### src/sv/fmd_pkg.sv
`timescale 1ns / 1ps
// ----------------------------------------------------------------------------
// fmd_pkg
// Shared types, constants and the raised-cosine weight table for the
// modulated fractional delay core.
// ----------------------------------------------------------------------------
package fmd_pkg;

    localparam int SAMPLE_BITS       = 24;
    localparam int HISTORY_DEPTH_DEF = 256;
    localparam int CENTER_DELAY      = 64;
    localparam int MAX_WIDTH         = 64;
    localparam int GAIN_BITS         = 17;
    localparam int SWEEP_BITS        = 15;
    localparam int CFG_DATA_BITS     = 17;
    localparam int ACC_BITS          = 56;
    localparam int MUL_A_BITS        = 48;
    localparam int MUL_B_BITS        = 18;

    localparam logic [SWEEP_BITS:0] SWEEP_MAX = (SWEEP_BITS + 1)'(MAX_WIDTH * 256);
    localparam logic signed [ACC_BITS-1:0] CENTER_Q25 =
        ACC_BITS'(longint'(CENTER_DELAY) <<< 25);
    localparam logic signed [ACC_BITS-1:0] PROD_LIM = ACC_BITS'(64'sd1 <<< 37);
    localparam logic signed [ACC_BITS-1:0] SMAX = ACC_BITS'((64'sd1 <<< 23) - 1);
    localparam logic signed [ACC_BITS-1:0] SMIN = -ACC_BITS'(64'sd1 <<< 23);

    typedef struct packed {
        logic signed [SAMPLE_BITS-1:0] audio_left;
        logic signed [SAMPLE_BITS-1:0] audio_right;
        logic signed [SAMPLE_BITS-1:0] mod_left;
        logic signed [SAMPLE_BITS-1:0] mod_right;
    } in_item_t;

    typedef struct packed {
        logic signed [SAMPLE_BITS-1:0] out_left;
        logic signed [SAMPLE_BITS-1:0] out_right;
    } out_item_t;

    typedef enum logic [1:0] {
        CFG_GAIN  = 2'd0,
        CFG_SWEEP = 2'd1,
        CFG_MODE  = 2'd2
    } cfg_index_t;

    typedef enum logic [1:0] {
        BLEND_NEAREST = 2'd0,
        BLEND_LINEAR  = 2'd1,
        BLEND_COSINE  = 2'd2,
        BLEND_CUBIC   = 2'd3
    } blend_t;

    typedef enum logic [3:0] {
        ST_CLEAR, ST_IDLE, ST_WRITE, ST_MOD, ST_CLAMP, ST_SPAN, ST_DELAY,
        ST_READ, ST_CAPTURE, ST_COEF, ST_MAC, ST_STORE, ST_EMIT
    } state_t;

    typedef enum logic [3:0] {
        OP_NOP, OP_CLEAR, OP_LOAD, OP_WRITE, OP_MOD, OP_CLAMP, OP_SPAN,
        OP_DELAY, OP_READ, OP_COEF, OP_MAC, OP_STORE, OP_EMIT
    } op_t;

    typedef struct packed {
        op_t        op;
        logic       ch;
        logic [1:0] step;
    } cmd_t;

    typedef struct packed {
        logic   clr_last;
        blend_t mode;
        logic   out_busy;
    } status_t;

    typedef logic [16:0] cos_rom_t [256];

    localparam longint unsigned Q30_ONE = 64'd1 << 30;
    localparam longint unsigned PI_Q30  = 64'd3373259426;
    localparam longint unsigned TAYLOR_DIV [5] = '{64'd132, 64'd90, 64'd56, 64'd30, 64'd12};

    // Taylor series of cos in Q30, mirrored for the upper half
    function automatic cos_rom_t build_cos_rom();
        cos_rom_t rom;
        longint unsigned m, x, x2, t, q, v;
        for (int wi = 0; wi < 256; wi++) begin
            m = (wi <= 128) ? 64'(wi) : 64'(256 - wi);
            x = (m * PI_Q30) >> 8;
            x2 = (x * x) >> 30;
            t = Q30_ONE;
            for (int i = 0; i < 5; i++) begin
                t = Q30_ONE - ((x2 * t) >> 30) / TAYLOR_DIV[i];
            end
            q = ((x2 * t) >> 30) >> 2;
            v = (q + 64'd8192) >> 14;
            rom[wi] = (wi <= 128) ? v[16:0] : 17'(64'd65536 - v);
        end
        return rom;
    endfunction

    localparam cos_rom_t COS_ROM = build_cos_rom();

endpackage

### src/sv/fmd_ctrl.sv
`timescale 1ns / 1ps
// ----------------------------------------------------------------------------
// fmd_ctrl
// Sequencer: clears history after reset, then steps each frame through
// write, delay computation, tap reads and blend for both channels.
// ----------------------------------------------------------------------------
module fmd_ctrl
    import fmd_pkg::*;
(
    input  logic    aclk,
    input  logic    aresetn,
    input  logic    s_valid,
    output logic    s_ready,
    input  status_t status,
    output cmd_t    cmd
);

    state_t     state_reg, state_next;
    logic       ch_reg, ch_next;
    logic [1:0] step_reg, step_next;

    always_ff @(posedge aclk) begin
        if (!aresetn) begin
            state_reg <= ST_CLEAR;
            ch_reg    <= 1'b0;
            step_reg  <= 2'd0;
        end else begin
            state_reg <= state_next;
            ch_reg    <= ch_next;
            step_reg  <= step_next;
        end
    end

    always_comb begin
        state_next = state_reg;
        ch_next    = ch_reg;
        step_next  = step_reg;
        cmd.op     = OP_NOP;
        cmd.ch     = ch_reg;
        cmd.step   = step_reg;
        s_ready    = 1'b0;
        case (state_reg)
            ST_CLEAR: begin
                cmd.op = OP_CLEAR;
                if (status.clr_last) begin
                    state_next = ST_IDLE;
                end
            end
            ST_IDLE: begin
                s_ready = 1'b1;
                if (s_valid) begin
                    cmd.op     = OP_LOAD;
                    state_next = ST_WRITE;
                end
            end
            ST_WRITE: begin
                cmd.op     = OP_WRITE;
                ch_next    = 1'b0;
                state_next = ST_MOD;
            end
            ST_MOD: begin
                cmd.op     = OP_MOD;
                state_next = ST_CLAMP;
            end
            ST_CLAMP: begin
                cmd.op     = OP_CLAMP;
                state_next = ST_SPAN;
            end
            ST_SPAN: begin
                cmd.op     = OP_SPAN;
                state_next = ST_DELAY;
            end
            ST_DELAY: begin
                cmd.op     = OP_DELAY;
                step_next  = 2'd0;
                state_next = ST_READ;
            end
            ST_READ: begin
                cmd.op    = OP_READ;
                step_next = step_reg + 2'd1;
                if (step_reg == 2'd3) begin
                    state_next = ST_CAPTURE;
                end
            end
            ST_CAPTURE: begin
                // last tap lands this cycle
                step_next = 2'd0;
                case (status.mode)
                    BLEND_NEAREST: state_next = ST_STORE;
                    BLEND_CUBIC:   state_next = ST_COEF;
                    default:       state_next = ST_MAC;
                endcase
            end
            ST_COEF: begin
                cmd.op     = OP_COEF;
                state_next = ST_MAC;
            end
            ST_MAC: begin
                cmd.op    = OP_MAC;
                step_next = step_reg + 2'd1;
                if ((status.mode == BLEND_CUBIC && step_reg == 2'd2) ||
                    (status.mode != BLEND_CUBIC && step_reg == 2'd1)) begin
                    state_next = ST_STORE;
                end
            end
            ST_STORE: begin
                cmd.op = OP_STORE;
                if (ch_reg) begin
                    state_next = ST_EMIT;
                end else begin
                    ch_next    = 1'b1;
                    state_next = ST_MOD;
                end
            end
            ST_EMIT: begin
                // hold until the output register is free
                if (!status.out_busy) begin
                    cmd.op     = OP_EMIT;
                    state_next = ST_IDLE;
                end
            end
            default: begin
                state_next = ST_IDLE;
            end
        endcase
    end

endmodule

### config.mk
export PLATFORM = sky130hd
export DESIGN_NAME = fmd_ctrl
export DESIGN_NICKNAME = d
export VERILOG_FILES = /design/src/sv/fmd_pkg.sv /design/src/sv/fmd_ctrl.sv
export SDC_FILE = /design/constraint.sdc
export NUM_CORES = 1
export LEC_CHECK = 0
export CAP_MARGIN = 0
export CORE_MARGIN = 2
export CORE_UTILIZATION = 61
export CTS_CLUSTER_SIZE = 40
export DETAILED_ROUTE_END_ITERATION = 8
export DONT_BUFFER_PORTS = 1
export GPL_TIMING_DRIVEN = 0
export HOLD_SLACK_MARGIN = 0.06
export PLACE_DENSITY = 0.75
export SYNTH_ARGS = -nofsm -noshare
export SYNTH_HDL_FRONTEND = slang
export SYNTH_SLANG_ARGS = --single-unit
### constraint.sdc
create_clock -name aclk -period 2.96 [get_ports aclk]
set_clock_uncertainty 0.2 [all_clocks]
set_input_delay 0.592 -clock aclk [delete_from_list [all_inputs] [get_ports aclk]]
set_output_delay 0.592 -clock aclk [all_outputs]
set_load 0.01 [all_outputs]
==> impl_metrics.tcl <==
set metrics [dict create \
    status "complete, no violations" \
    cts_resized 0 \
    antenna_left 0 \
    synth_compound_area_share_pct 26.14 \
    drv_slew 0 \
    die_x_um 41.27 \
    yosys.area_share.xor_xnor_pct 1.034 \
    synth-seq-area-share_pct 16.54 \
    nets 136 \
    synthTopCellsByArea "dfxtp_1 17%, ha_1 16%, a21oi_1 5.9%, nand2_1 5.3%, mux2i_1 3.5%" \
    crit_required_ns 2.17 \
    drc_errors 0 \
    clk_latency_ns 0.26 \
    finalSetupViolations 0 \
    tightest_slew_ns 0.4595 \
    synth_simple_gate_area_share_pct 24.82 \
    clock-root-buffer "clkbuf_4" \
    synthArstFlopShare_pct 0 \
    drt-vias-per-instance 6.114 \
    num_io_pins 15 \
    slew_headroom_pct 69.37 \
    die_h_um 41.27 \
    areaGrowthSynthToFinish_pct 5.613 \
    largest_register_ff_count 4 \
    grt_max_degree 11 \
    synth-edff-count 0 \
    vias 807 \
    finalHoldViolations 0 \
    syn_nets 131 \
    gr-usage-met1_pct 32.47 \
    path_clk_slew_ns 0.06 \
    irDropWorstVdd_v 0.0003154 \
    rows 13 \
    path_max_fanout 10 \
    overflow 0 \
    busiest_layer "met2" \
    io_buffers 0 \
    finalSetupTns_ns 0 \
    muxShareOfSynthArea_pct 5.318 \
    yosys_warnings 0 \
    grt.met2_usage_pct 43.36 \
    crit_path_end_kind "primary output" \
    numCtsBuffers 3 \
    dp.final_hpwl_um 1501 \
    synth_top_flop_cell "dfxtp_1" \
    drive_above_1_share_pct 12.82 \
    cap_violations 0 \
    syn_inst 113 \
    multi_input_area_um2 623.1 \
    avgSynthCellArea_um2 7.496 \
    min_period_over_period_pct 92.90 \
    grt_pass1_vias 678 \
    first_pass_iters 4 \
    critical_path_class "reg -> out" \
    critical_path_arrival_ns 1.96 \
    ys_seq_elements 7 \
    synth_top_area_share_pct 16.54 \
    yosysTopAreaCell "dfxtp_1" \
    regArea_um2 140.1 \
    cts_tree "done" \
    p_per_area_mw_per_mm2 279.7 \
    antenna_found_initial 0 \
    grtUsageTotal_pct 26.12 \
    fillers 123 \
    rsz0062_at_grt "false" \
    cts_buffer_depth 2 \
    place_congestion 0.9051 \
    period_minus_slack_ns 2.750 \
    wirelength_um 1942 \
    fin_total_pwr_mw 0.2502 \
    p_leak_nw 0.4068 \
    grt_pass1_wl_um 2829 \
    hp-class "reg -> reg" \
    htree_levels 1 \
    wl_per_cell_um 14.71 \
    synth_common_cells "12 x nand2_1, 11 x ha_1, 10 x a21oi_1, 7 x dfxtp_1, 7 x nor2_1" \
    fmax_ghz 0.3636 \
    cts_setup_buffers 0 \
    syn_area_um2 847.1 \
    antennaDiodeCount 0 \
    design.core.area_mm2 0.001301 \
    cp-start-kind "register" \
    yosysMostFrequentCell "nand2_1" \
    synth.distinct_cells 42 \
    met3_usage_pct 10.33 \
    die_area_mm2 0.001703 \
    holdBufCountCts 0 \
    cts.sink_count 7 \
    synth_top_family_by_area "compound AO/OA/AOI/OAI gates" \
    synth_fa_ha_area_share_pct 16.25 \
    start_util_pct 65.10 \
    drtIter0Drc 38 \
]
[worst max-delay path, stage by stage, from the launching register on]
cell	delay, ns
dfxtp_1	0.36
inv_1	0.14
ha_1	0.15
buf_2	0.24
nor2b_1	0.16
o21ai_1	0.09
and3_1	0.17
a311oi_1	0.38
[per-layer routing]
layer	part of all wire (%)	wire [µm]
met1	46	896
met2	47	913
met3	6.0	116
met4	0.82	16
met5	0	0
[cell type report]
| cell class | instances | area share [%] |
|---|---|---|
| clock inverter | 1 | 0.5594 |
| inverter | 6 | 2.517 |
| clock buffer | 3 | 2.517 |
| sequential | 7 | 15.66 |
| buffer | 11 | 6.993 |
| multi-input combinational | 89 | 69.65 |
| tap | 15 | 2.098 |
[through the flow]
stage	hold slack [ns]	instance area, µm²	setup WS [ns]	instances	util [%]
floorplan	0.2865	847.1	0.6659	113	-
global placement	0.3189	865.8	0.4983	128	66.54
detailed placement	0.3269	865.8	0.4632	128	66.54
CTS	0.3371	893.4	0.1777	132	68.65
global route	0.3690	894.6	0.03248	132	68.75
finish	0.3380	894.6	0.2101	132	68.75
[final timing paths]
check / start / end / slack [ns] / cells after the start
worst max-delay path: state_reg[2] / cmd[5] / 0.21 / 7
worst min register to register: state_reg[3] / state_reg[3] / 0.34 / 2
worst max register to register: state_reg[2] / state_reg[0] / 0.61 / 8
worst min-delay path: state_reg[3] / state_reg[3] / 0.34 / 2
[logic make-up (layout without fill, tap and decap cells)]
group | after synthesis | count (layout)
buffers and inverters | 17 | 21
and+or+nand+nor | 39 | 39
AOI/OAI and AO/OA | 34 | 34
muxes | 4 | 4
adders and majority gates | 11 | 11
xor gates and xnor gates | 1 | 1
DFF | 7 | 7
[layout by cell type, fill, tap and decap left out, types with 3 or more instances in the layout]
cell	count
nand2b_1	3
a31oi_1	3
nor2_1	7
ha_1	11
clkbuf_4	3
nand2_1	12
o21ai_1	5
buf_2	4
nand3_1	4
a21oi_1	10
dfxtp_1	7
inv_1	6
mux2i_1	3
[report_power, final]
group	switching [mW]	leakage, nW	total (mW)	internal (mW)
combinational	0.0370	0.332	0.0627	0.0256
clock	0.0400	0.0177	0.0896	0.0496
sequential	0.00167	0.0567	0.0979	0.0962
total	0.0787	0.407	0.250	0.171
Note: power is estimated with default switching activity, not from simulation.
